**src/design/dcfp_pkg.sv**
```systemverilog
`default_nettype none

package dcfp_pkg;

  localparam int unsigned CntW = 9;

  localparam logic [CntW-1:0] CNT_MAX       = '1;
  localparam logic [CntW-1:0] MIN_FRAME_LEN = 9'd4;

  // Frame characters
  localparam logic [7:0] CH_OPEN  = 8'h7B;  // '{'
  localparam logic [7:0] CH_CLOSE = 8'h7D;  // '}'
  localparam logic [7:0] CH_ZERO  = 8'h30;  // '0'
  localparam logic [7:0] CH_ONE   = 8'h31;  // '1'
  localparam logic [7:0] CH_FIVE  = 8'h35;  // '5'
  localparam logic [7:0] CH_SEVEN = 8'h37;  // '7'
  localparam logic [7:0] CH_EIGHT = 8'h38;  // '8'

  // Text position for commands that carry text
  localparam logic [2:0] TOFF_LINE   = 3'd5;
  localparam logic [2:0] TOFF_SCREEN = 3'd6;

  typedef enum logic [1:0] {
    ST_OK      = 2'd0,
    ST_FRAME   = 2'd1,
    ST_UNKNOWN = 2'd2,
    ST_PARAM   = 2'd3
  } status_e;

  typedef enum logic [2:0] {
    CMD_NONE   = 3'd0,
    CMD_FILL   = 3'd1,
    CMD_VER    = 3'd2,
    CMD_LINE   = 3'd3,
    CMD_SCREEN = 3'd4,
    CMD_CLEAR  = 3'd5,
    CMD_BRIGHT = 3'd6,
    CMD_PERIPH = 3'd7
  } cmd_e;

  // Frame state after the current byte has been folded in
  typedef struct packed {
    logic [CntW-1:0] frame_len;
    logic            open_ok;
    logic [7:0]      cmd_byte;
    logic [7:0]      decl_len;
    logic [7:0]      param0;
    logic [7:0]      param1;
    logic [7:0]      param2;
  } frame_t;

  typedef struct packed {
    status_e    status;
    cmd_e       command;
    logic [7:0] param_length;
    logic [7:0] color;
    logic [7:0] row;
    logic [7:0] pos_x;
    logic [7:0] pos_y;
    logic [7:0] brightness_level;
    logic [7:0] lamp_control;
    logic [2:0] text_offset;
    logic [7:0] text_length;
  } result_t;

endpackage

`default_nettype wire

```
**src/design/dcfp_capture.sv**
```systemverilog
`default_nettype none

// Per-frame capture of count, opening check, command, length and first parameters.
module dcfp_capture (
  input  wire logic           clk_i,
  input  wire logic           rst_ni,
  input  wire logic           step_i,
  input  wire logic [7:0]     byte_i,
  input  wire logic           end_i,
  output dcfp_pkg::frame_t    frame_o
);

  logic [dcfp_pkg::CntW-1:0] count_q, count_d;
  logic                      open_q, open_d;
  logic [7:0]                cmd_q, cmd_d;
  logic [7:0]                dlen_q, dlen_d;
  logic [7:0]                p0_q, p0_d, p1_q, p1_d, p2_q, p2_d;

  // Fold the current byte into the frame state
  always_comb begin
    open_d = open_q;
    cmd_d  = cmd_q;
    dlen_d = dlen_q;
    p0_d   = p0_q;
    p1_d   = p1_q;
    p2_d   = p2_q;
    case (count_q)
      9'd0:    open_d = (byte_i == dcfp_pkg::CH_OPEN);
      9'd1:    cmd_d  = byte_i;
      9'd2:    dlen_d = byte_i;
      9'd3:    p0_d   = byte_i;
      9'd4:    p1_d   = byte_i;
      9'd5:    p2_d   = byte_i;
      default: ;
    endcase
    // saturate the count
    count_d = (count_q == dcfp_pkg::CNT_MAX) ? count_q : count_q + 9'd1;
  end

  assign frame_o = '{
    frame_len: count_d,
    open_ok:   open_d,
    cmd_byte:  cmd_d,
    decl_len:  dlen_d,
    param0:    p0_d,
    param1:    p1_d,
    param2:    p2_d
  };

  // Advance on every beat; drop back to empty after the final byte
  always_ff @(posedge clk_i or negedge rst_ni) begin
    if (!rst_ni) begin
      count_q <= '0;
      open_q  <= 1'b0;
      cmd_q   <= '0;
      dlen_q  <= '0;
      p0_q    <= '0;
      p1_q    <= '0;
      p2_q    <= '0;
    end else if (step_i) begin
      if (end_i) begin
        count_q <= '0;
        open_q  <= 1'b0;
        cmd_q   <= '0;
        dlen_q  <= '0;
        p0_q    <= '0;
        p1_q    <= '0;
        p2_q    <= '0;
      end else begin
        count_q <= count_d;
        open_q  <= open_d;
        cmd_q   <= cmd_d;
        dlen_q  <= dlen_d;
        p0_q    <= p0_d;
        p1_q    <= p1_d;
        p2_q    <= p2_d;
      end
    end
  end

endmodule

`default_nettype wire

```
**src/design/dcfp_verdict.sv**
```systemverilog
`default_nettype none

// Frame verdict: frame check, command decode, length overrun check, then per-command parameter check.
module dcfp_verdict (
  input  wire dcfp_pkg::frame_t frame_i,
  input  wire logic [7:0]       last_byte_i,
  output dcfp_pkg::result_t     result_o
);

  dcfp_pkg::cmd_e          cmd;
  logic [7:0]              dl;
  logic [7:0]              col;
  logic [7:0]              rw;
  logic [7:0]              lvl;
  logic [dcfp_pkg::CntW-1:0] room;
  logic                    frame_bad;

  // Decode the command character
  always_comb begin
    cmd = dcfp_pkg::CMD_NONE;
    if (frame_i.cmd_byte inside {[dcfp_pkg::CH_ONE:dcfp_pkg::CH_FIVE]}) begin
      cmd = dcfp_pkg::cmd_e'(frame_i.cmd_byte[2:0]);
    end else if (frame_i.cmd_byte == dcfp_pkg::CH_SEVEN) begin
      cmd = dcfp_pkg::CMD_BRIGHT;
    end else if (frame_i.cmd_byte == dcfp_pkg::CH_EIGHT) begin
      cmd = dcfp_pkg::CMD_PERIPH;
    end
  end

  assign dl        = frame_i.decl_len;
  assign col       = frame_i.param0 - dcfp_pkg::CH_ZERO;
  assign rw        = frame_i.param1 - dcfp_pkg::CH_ONE;
  assign lvl       = frame_i.param0 - dcfp_pkg::CH_ZERO;
  assign room      = frame_i.frame_len - dcfp_pkg::MIN_FRAME_LEN;
  assign frame_bad = (frame_i.frame_len < dcfp_pkg::MIN_FRAME_LEN) || !frame_i.open_ok ||
                     (last_byte_i != dcfp_pkg::CH_CLOSE);

  // Checks in order: frame, command, length overrun, parameters
  always_comb begin
    result_o        = '0;
    result_o.status = dcfp_pkg::ST_OK;
    if (frame_bad) begin
      result_o.status = dcfp_pkg::ST_FRAME;
    end else if (cmd == dcfp_pkg::CMD_NONE) begin
      result_o.status = dcfp_pkg::ST_UNKNOWN;
    end else if ({1'b0, dl} > room) begin
      result_o.status  = dcfp_pkg::ST_FRAME;
      result_o.command = cmd;
    end else begin
      result_o.command      = cmd;
      result_o.param_length = dl;
      case (cmd)
        dcfp_pkg::CMD_FILL: begin
          if (dl != 8'd1 || frame_i.param0 < 8'd1 || frame_i.param0 > 8'd3) begin
            result_o.status = dcfp_pkg::ST_PARAM;
          end else begin
            result_o.color = frame_i.param0 - 8'd1;
          end
        end
        dcfp_pkg::CMD_VER: begin
          if (dl != 8'd1) result_o.status = dcfp_pkg::ST_PARAM;
        end
        dcfp_pkg::CMD_LINE: begin
          if (dl < 8'd2) begin
            result_o.status = dcfp_pkg::ST_PARAM;
          end else begin
            result_o.color       = col;
            result_o.row         = rw;
            result_o.text_offset = dcfp_pkg::TOFF_LINE;
            result_o.text_length = dl - 8'd2;
            if (col > 8'd2 || rw > 8'd4) result_o.status = dcfp_pkg::ST_PARAM;
          end
        end
        dcfp_pkg::CMD_SCREEN: begin
          if (dl < 8'd3) begin
            result_o.status = dcfp_pkg::ST_PARAM;
          end else begin
            result_o.color       = col;
            result_o.pos_x       = frame_i.param1;
            result_o.pos_y       = frame_i.param2;
            result_o.text_offset = dcfp_pkg::TOFF_SCREEN;
            result_o.text_length = dl - 8'd3;
            if (col > 8'd2) result_o.status = dcfp_pkg::ST_PARAM;
          end
        end
        dcfp_pkg::CMD_CLEAR: begin
          if (dl != 8'd0) result_o.status = dcfp_pkg::ST_PARAM;
        end
        dcfp_pkg::CMD_BRIGHT: begin
          if (dl != 8'd1) begin
            result_o.status = dcfp_pkg::ST_PARAM;
          end else begin
            result_o.brightness_level = lvl;
            if (lvl > 8'd5) result_o.status = dcfp_pkg::ST_PARAM;
          end
        end
        dcfp_pkg::CMD_PERIPH: begin
          if (dl != 8'd1) begin
            result_o.status = dcfp_pkg::ST_PARAM;
          end else begin
            result_o.lamp_control = frame_i.param0;
          end
        end
        default: result_o.status = dcfp_pkg::ST_UNKNOWN;
      endcase
    end
  end

endmodule

`default_nettype wire

```
**src/design/display_command_frame_parser.sv**
```systemverilog
// Channel   Direction  Handshake                 Payload
// in        input      in_valid_i / in_ready_o   frame_byte_i, frame_end_i
// out       output     out_valid_o / out_ready_i status_o .. text_length_o (one per frame)
//
// A final byte passes through the input register, then the result register (once that
// is free), before its verdict shows on out_valid_o.
// One byte per cycle is accepted while no final byte waits on a stalled output; the
// frame state update plus the verdict logic between the two registers sets that figure.
// A stalled output holds only the final byte of a frame; other bytes keep flowing.
// rst_ni clears the frame state and both valid flags asynchronously.
`default_nettype none

module display_command_frame_parser (
  input  wire logic       clk_i,
  input  wire logic       rst_ni,
  input  wire logic       in_valid_i,
  output logic            in_ready_o,
  input  wire logic [7:0] frame_byte_i,
  input  wire logic       frame_end_i,
  output logic            out_valid_o,
  input  wire logic       out_ready_i,
  output logic [1:0]      status_o,
  output logic [2:0]      command_o,
  output logic [7:0]      param_length_o,
  output logic [7:0]      color_o,
  output logic [7:0]      row_o,
  output logic [7:0]      pos_x_o,
  output logic [7:0]      pos_y_o,
  output logic [7:0]      brightness_level_o,
  output logic [7:0]      lamp_control_o,
  output logic [2:0]      text_offset_o,
  output logic [7:0]      text_length_o
);

  logic              in_vld_q, in_vld_d;
  logic [7:0]        in_byte_q;
  logic              in_end_q;
  logic              out_vld_q, out_vld_d;
  dcfp_pkg::result_t res_q, res_d;
  dcfp_pkg::frame_t  frame;
  logic              out_free;
  logic              s1_adv;
  logic              res_load;

  // Handshake: non-final beats always drain, final beats wait for a free result slot
  assign out_free   = !out_vld_q || out_ready_i;
  assign s1_adv     = in_vld_q && (!in_end_q || out_free);
  assign res_load   = in_vld_q && in_end_q && out_free;
  assign in_ready_o = !in_vld_q || s1_adv;

  dcfp_capture u_capture (
    .clk_i   (clk_i),
    .rst_ni  (rst_ni),
    .step_i  (s1_adv),
    .byte_i  (in_byte_q),
    .end_i   (in_end_q),
    .frame_o (frame)
  );

  dcfp_verdict u_verdict (
    .frame_i     (frame),
    .last_byte_i (in_byte_q),
    .result_o    (res_d)
  );

  // Input register valid
  always_comb begin
    in_vld_d = in_vld_q;
    if (in_valid_i && in_ready_o) begin
      in_vld_d = 1'b1;
    end else if (s1_adv) begin
      in_vld_d = 1'b0;
    end
  end

  // Result register valid
  always_comb begin
    out_vld_d = out_vld_q;
    if (res_load) begin
      out_vld_d = 1'b1;
    end else if (out_ready_i) begin
      out_vld_d = 1'b0;
    end
  end

  always_ff @(posedge clk_i or negedge rst_ni) begin
    if (!rst_ni) begin
      in_vld_q  <= 1'b0;
      out_vld_q <= 1'b0;
    end else begin
      in_vld_q  <= in_vld_d;
      out_vld_q <= out_vld_d;
    end
  end

  // Capture payloads
  always_ff @(posedge clk_i) begin
    if (in_valid_i && in_ready_o) begin
      in_byte_q <= frame_byte_i;
      in_end_q  <= frame_end_i;
    end
    if (res_load) begin
      res_q <= res_d;
    end
  end

  assign out_valid_o        = out_vld_q;
  assign status_o           = res_q.status;
  assign command_o          = res_q.command;
  assign param_length_o     = res_q.param_length;
  assign color_o            = res_q.color;
  assign row_o              = res_q.row;
  assign pos_x_o            = res_q.pos_x;
  assign pos_y_o            = res_q.pos_y;
  assign brightness_level_o = res_q.brightness_level;
  assign lamp_control_o     = res_q.lamp_control;
  assign text_offset_o      = res_q.text_offset;
  assign text_length_o      = res_q.text_length;

endmodule

`default_nettype wire

```
**config.mk**
```make
export PLATFORM = sky130hd
export DESIGN_NAME = display_command_frame_parser
export DESIGN_NICKNAME = d
export VERILOG_FILES = /design/src/design/dcfp_pkg.sv /design/src/design/dcfp_capture.sv /design/src/design/dcfp_verdict.sv /design/src/design/display_command_frame_parser.sv
export SDC_FILE = /design/constraint.sdc
export NUM_CORES = 1
export LEC_CHECK = 0
export BUFFER_PORTS_ARGS = -buffer_cell sky130_fd_sc_hd__buf_2
export CAP_MARGIN = 5
export CORE_MARGIN = 3
export CORE_UTILIZATION = 53
export CTS_CLUSTER_DIAMETER = 50
export DETAILED_ROUTE_END_ITERATION = 8
export PLACE_DENSITY = 0.84
export SLEW_MARGIN = 20
export SYNTH_ARGS = -nofsm -noshare
export SYNTH_HDL_FRONTEND = slang
export SYNTH_SLANG_ARGS = --single-unit
```
**constraint.sdc**
```tcl
create_clock -name clk_i -period 4.6 [get_ports clk_i]
set_input_delay 0.92 -clock clk_i [delete_from_list [all_inputs] [get_ports clk_i]]
set_output_delay 0.92 -clock clk_i [all_outputs]
set_load 0.01 [all_outputs]
```
# Word level (Yosys, flattened, before mapping)
# Index checks and enable logic that the tools add are counted.
[classes]
addsub = 7
order_cmp = 11
n_eq_ne = 18
muxes = 40
bitwise_logic = 4
reduce_logical = 29
[ops]
columns = ["op", "n"]
rows = [
  ["$mux W8", 12],
  ["$pmux W8 S3", 1],
  ["$mux W11", 2],
  ["$pmux W11 S2", 1],
  ["$mux W2", 10],
  ["$reduce_or A5 Y1", 4],
  ["$eq A9 B2 Y1 const B", 2],
  ["$eq A9 B3 Y1 const B", 2],
  ["$mux W9", 2],
  ["$eq A8 B6 Y1 const B", 2],
  ["$gt A8 B2 Y1 const B", 2],
  ["$gt A8 B3 Y1 const B", 2],
  ["$lt A8 B2 Y1 const B", 2],
  ["$mux W16", 1],
  ["$sub A8 B2 Y8 const B", 2],
  ["$sub A8 B6 Y8 const B", 2],
  ["$eq A3 B3 Y1 const B", 4],
  ["$pmux W2 S6", 1],
  ["$add A9 B1 Y9 const B", 1],
  ["$eq A9 B1 Y1 const B", 1],
  ["$eq A9 B9 Y1 const B", 1],
  ["$gt A8 B9 Y1", 1],
  ["$logic_not A9 Y1", 1],
  ["$lt A9 B3 Y1 const B", 1],
  ["other kinds (22)", 49],
]
[word_totals]
ff_bits = 133
in_bits = 13
out_inout_bits = 74
word_cells = 131

# Depth between registers and ports, before layout
[depth]
ltp_word = 11
depth_mapped = 17
depth_no_buf = 16

# Cells and area by module
# A second synthesis with hierarchy kept.
[unflattened]
hier_cells = 687
hier_area_um2 = 7445.9
[by_module_without_submodules]
columns = ["mod", "instances", "cells_per_inst", "area_per_inst_um2", "seq_area_each_um2"]
rows = [
  ["dcfp_capture", 1, 284, 2985.4, 1251.2],
  ["display_command_frame_parser", 1, 91, 2549.9, 2482.4],
  ["dcfp_verdict", 1, 312, 1910.6, 0.0],
]

# Worst setup path after synthesis
# OpenSTA, ideal clock, no wires.
[synth_path]
path_kind = "input port to flip-flop"
startpoint = "input port out_ready_i"
endpoint = "register res_q (netlist bit brightness_level_o[0]), enable pin"
setup_time_ns = 0.504
arrival_ns = 4.033
t_required_ns = 4.096
slack_ns = 0.063
stages = 2
n_path_buf = 0
cell_sequence = "nor2b_1 -> nor2_1"
[synth_between]
elab_chain_len = 2
[synth_lines]
columns = ["item", "line_no", "text"]
rows = [
  ["from (decl)", "display_command_frame_parser.sv:21", "input wire logic out_ready_i,"],
  ["$logic_or A1 B1 Y1", "display_command_frame_parser.sv:46", "assign out_free = !out_vld_q || out_ready_i;"],
  ["$logic_and A1 B1 Y1", "display_command_frame_parser.sv:48", "assign res_load = in_vld_q && in_end_q && out_free;"],
  ["to (signal assigned)", "display_command_frame_parser.sv:103", "res_q <= res_d;"],
  ["to (decl)", "display_command_frame_parser.sv:39", "dcfp_pkg::result_t res_q, res_d;"],
]
# No other way between the ends.
# A chain may end at the register's enable or synchronous reset.

==> impl_results.rst <==
.. list-table::
   :header-rows: 1

   * - Metric
     - Value
   * - Highest clock rate
     - 240.6 MHz
   * - CORE AREA
     - roughly 14000 µm²
   * - P per Cell Area
     - 414.8 nW/µm²
   * - YS warnings
     - 0
   * - Max capacitance violation total
     - 0
   * - Flop and latch count out of synthesis
     - ~130
   * - Num rows
     - 43
   * - IR Drop Worst-Case VDD
     - roughly 0.00024 V
   * - Synth Net Count
     - approximately 800
   * - Met1 capacity usage during global routing
     - between 30% and 40%
   * - Antenna violation net count after detailed routing
     - 0
   * - Met3 Usage GRT
     - slightly below 5%
   * - Average footprint of a synthesized cell
     - 9.988 µm²
   * - Number of detailed-route iterations in the first pass
     - 5
   * - Via-per-instance ratio
     - about 6.0
   * - Unrepaired setup endpoints after global routing
     - false
   * - Via count of the first global-routing pass
     - 5842
   * - Hold Violations, Final
     - 0
   * - Total number of clock tree sinks
     - 133
   * - Clock Path Buffers
     - 2
   * - Half-perimeter wire length of the detailed placement result
     - 13190 µm
   * - CTS hold repair buffers
     - 0
   * - TritonCTS clock tree
     - yes
   * - Post-Place Setup Slack
     - roughly 0.48 ns
   * - Reg-to-reg startpoint
     - u_capture.count_q[3]
   * - Instance area after placement
     - between 8000 and 9000 µm²
   * - Iteration-0 DRC count of the detailed router
     - a little over 700
   * - Ys async rst share
     - between 30 and 40%
   * - P_leak
     - ~3.7 nW
   * - Final period demand of the worst path
     - ~4.2 ns
   * - Post-synth top flop
     - sky130_fd_sc_hd__edfxtp_1
   * - Non-filler instance count after layout
     - 1041
   * - Post-detailed-route DRC marker count
     - 0
   * - Clock buffers created by TritonCTS
     - 17
   * - Die H
     - 125.5 µm
   * - Worst Max-Slew Pin Slew
     - around 1.2 ns
   * - Total inserted antenna cells
     - 0
   * - Final cycle utilization of the critical path
     - between 90% and 100%
   * - First-pass GRT wire length
     - ~31000 µm
   * - Critical Path Start Type
     - flop
   * - Clock tree root driver cell
     - sky130_fd_sc_hd__clkbuf_16
   * - Most frequent cells in the layout
     - sky130_fd_sc_hd__nor2_1 (95), sky130_fd_sc_hd__nand2_1 (93), sky130_fd_sc_hd__buf_2 (86), sky130_fd_sc_hd__edfxtp_1 (81), sky130_fd_sc_hd__dfrtp_1 (52)
   * - Most common cell after layout, fill and taps aside
     - sky130_fd_sc_hd__nor2_1
   * - Run status
     - finished, final reports clean
   * - Sequential element share of the synthesized area
     - 49.31%
   * - Type of the worst setup path
     - reg2reg
   * - Count of input and output buffers
     - between 80 and 90
   * - Total detailed-routing wirelength
     - about 19000 µm
   * - Die width
     - 125.5 µm
   * - Clock latency on the worst-skew pair
     - 0.43 ns
   * - Vias post-DR
     - ~6300
   * - Clock Skews
     - between 0.009 and 0.01 ns
   * - Worst-case reg-to-reg path depth
     - 12
   * - Worst endpoint required time
     - about 4.8 ns
   * - Initial antenna violation count
     - 0
   * - Arrival time of data at the critical path endpoint
     - between 4 and 5 ns
   * - Final instance area
     - roughly 9000 µm²
   * - Net count, final
     - about 900
   * - Netlist Area Pre-Place
     - 7571 µm²
   * - I/O pins
     - 87
   * - Setup violations, final
     - 0
   * - CTS HTree Levels
     - 4
   * - Gr ovfl total
     - 0
   * - Initial Utilization
     - roughly 54%
   * - Global-route met2 utilization
     - 38.17%
   * - Total count of max-transition violations in the final report
     - 0
   * - Busiest layer in global routing
     - met2
   * - Sum of negative setup slack
     - 0 ns
   * - Worst hold margin
     - between 0.4 and 0.5 ns
   * - Largest fanout of any net on the critical path
     - 13
   * - Fin util
     - 63.49%
   * - Slew headroom
     - 22.58%
   * - Worst setup slack after layout
     - about 0.44 ns
   * - Share of post-route cells with drive strength above 1
     - between 20% and 30%
   * - Reg-to-reg critical path endpoint
     - row_o[3]
   * - Area of the die
     - around 16000 µm²
   * - Count of placed standard cells including taps
     - 1009
   * - Register-to-Register Setup Slack
     - 0.44 ns
   * - Routability congestion estimate
     - just over 0.9
   * - # Post-CTS Setup Buffers
     - 0
   * - WL per Instance
     - 18.42 µm
   * - Clock-pin slew reported for the worst setup and hold paths after clock tree synthesis
     - 0.06 ns
   * - Worst Setup End Kind
     - flop
   * - Count of different cell masters after synthesis
     - 77
   * - Growth of design area from synthesis to finish
     - 16.86%
   * - Number of enable-type register cells in the synthesized netlist
     - between 80 and 90
   * - Overall Global Routing Usage
     - approximately 24%
   * - Cell count after synthesis
     - 758
   * - Power after layout
     - between 3 and 4 mW
   * - Pin count of the biggest net entering global routing
     - 74
   * - Worst Hold Class
     - in2async
==> sequential cells by signal, summed over array words and instances, names as in the netlist <==
signal and cells:
text_offset_o 3, lamp_control_o 8, in_byte_q 8, pos_x_o 8, row_o 8, u_capture.dlen_q 8
in_end_q 1, out_valid_o 1, brightness_level_o 8, status_o 2, u_capture.open_q 1, in_vld_q 1
color_o 8, u_capture.cmd_q 8, u_capture.p2_q 8, u_capture.count_q 9, param_length_o 8, pos_y_o 8
u_capture.p1_q 8, u_capture.p0_q 8, text_length_o 8, command_o 3
==> worst max-delay path, cell delays in order (launching register included) <==
cell	delay [ns]
sky130_fd_sc_hd__dfrtp_1	0.56
sky130_fd_sc_hd__nor4_4	0.38
sky130_fd_sc_hd__nand3_2	0.35
sky130_fd_sc_hd__mux2i_1	0.49
sky130_fd_sc_hd__inv_1	0.19
sky130_fd_sc_hd__ha_1	0.25
sky130_fd_sc_hd__a211o_1	0.26
sky130_fd_sc_hd__a2111oi_0	0.40
sky130_fd_sc_hd__a211oi_1	0.17
sky130_fd_sc_hd__a21oi_2	0.27
sky130_fd_sc_hd__buf_4	0.19
sky130_fd_sc_hd__nand2_1	0.15
sky130_fd_sc_hd__a211oi_1	0.31
==> cell usage after synthesis, drive strengths merged, types with 6 or more instances <==
cell type	count	area, µm²
nor4	8	71.32
ha	26	325.3
nand4	6	37.54
nand3	19	100.1
xor2	10	87.58
a22o	9	78.83
nand2	95	361.6
mux2i	25	261.5
nor2	96	360.4
clkbuf	26	97.59
o21ai	50	250.2
a21boi	7	52.55
a211oi	11	97.60
mux2	8	90.09
a31oi	7	43.79
xnor2	15	131.4
and2	6	37.54
nor2b	6	37.54
inv	23	86.33
edfxtp	81	2432
and3	8	50.05
nand2b	12	75.07
nor3	13	80.08
buf	12	65.06
dfrtp	52	1301
a21oi	45	236.5
o22ai	7	43.79
==> where the power goes <==
part           total, mW  internal (mW)  leakage, nW  switching, mW
clock network       1.37          0.864        0.292          0.509
registers           1.46           1.37         1.49         0.0949
logic              0.836          0.321         1.91          0.515
==> how the worst max path moves through the flow <==
stage	startpoint	end	slack (ns)	depth (start not counted)
final	u_capture.count_q[3]	row_o[3]	0.44	12
after global routing	u_capture.count_q[0]	row_o[3]	0.02	15
after detailed placement	u_capture.count_q[3]	pos_x_o[3]	0.48	13
after CTS	u_capture.count_q[0]	row_o[3]	0.46	15
after global placement	u_capture.count_q[3]	pos_x_o[4]	0.56	13
after floorplan	out_ready_i	brightness_level_o[0]	0.06	2
==> cell families after synthesis <==
kind of cell / synth area share, %
adders and majority gates: 4.297
buffers and inverters: 3.289
xor gates and xnor gates: 2.892
muxes: 4.644
and+or+nand+nor: 19.09
DFF: 49.31
AOI/OAI and AO/OA: 16.48
==> layer usage <==
metal	vias to the layer above	part of all wire, %	wire length, µm
met5	-	0	0
met4	0	2.6	506
met3	48	8.3	1584
met2	317	48	9249
met1	2974	41	7836
li1	2959	-	-
==> area by class of cell <==
type / instances / area, µm²
fill: 1138 / 5087
sequential: 133 / 3734
multi-input combinational: 564 / 3598
timing repair buffer: 109 / 603.1
clock buffer: 19 / 442.9
tap: 180 / 225.2
clock inverter: 13 / 157.7
inverter: 23 / 86.33
==> timing repair <==
action | 4_1_cts | 5_1_grt
endpoints found under the setup margin | 0 | 1
resized for setup | 0 | 1
hold endpoints to repair | 0 | 0
(Power assumes the default switching activity.)
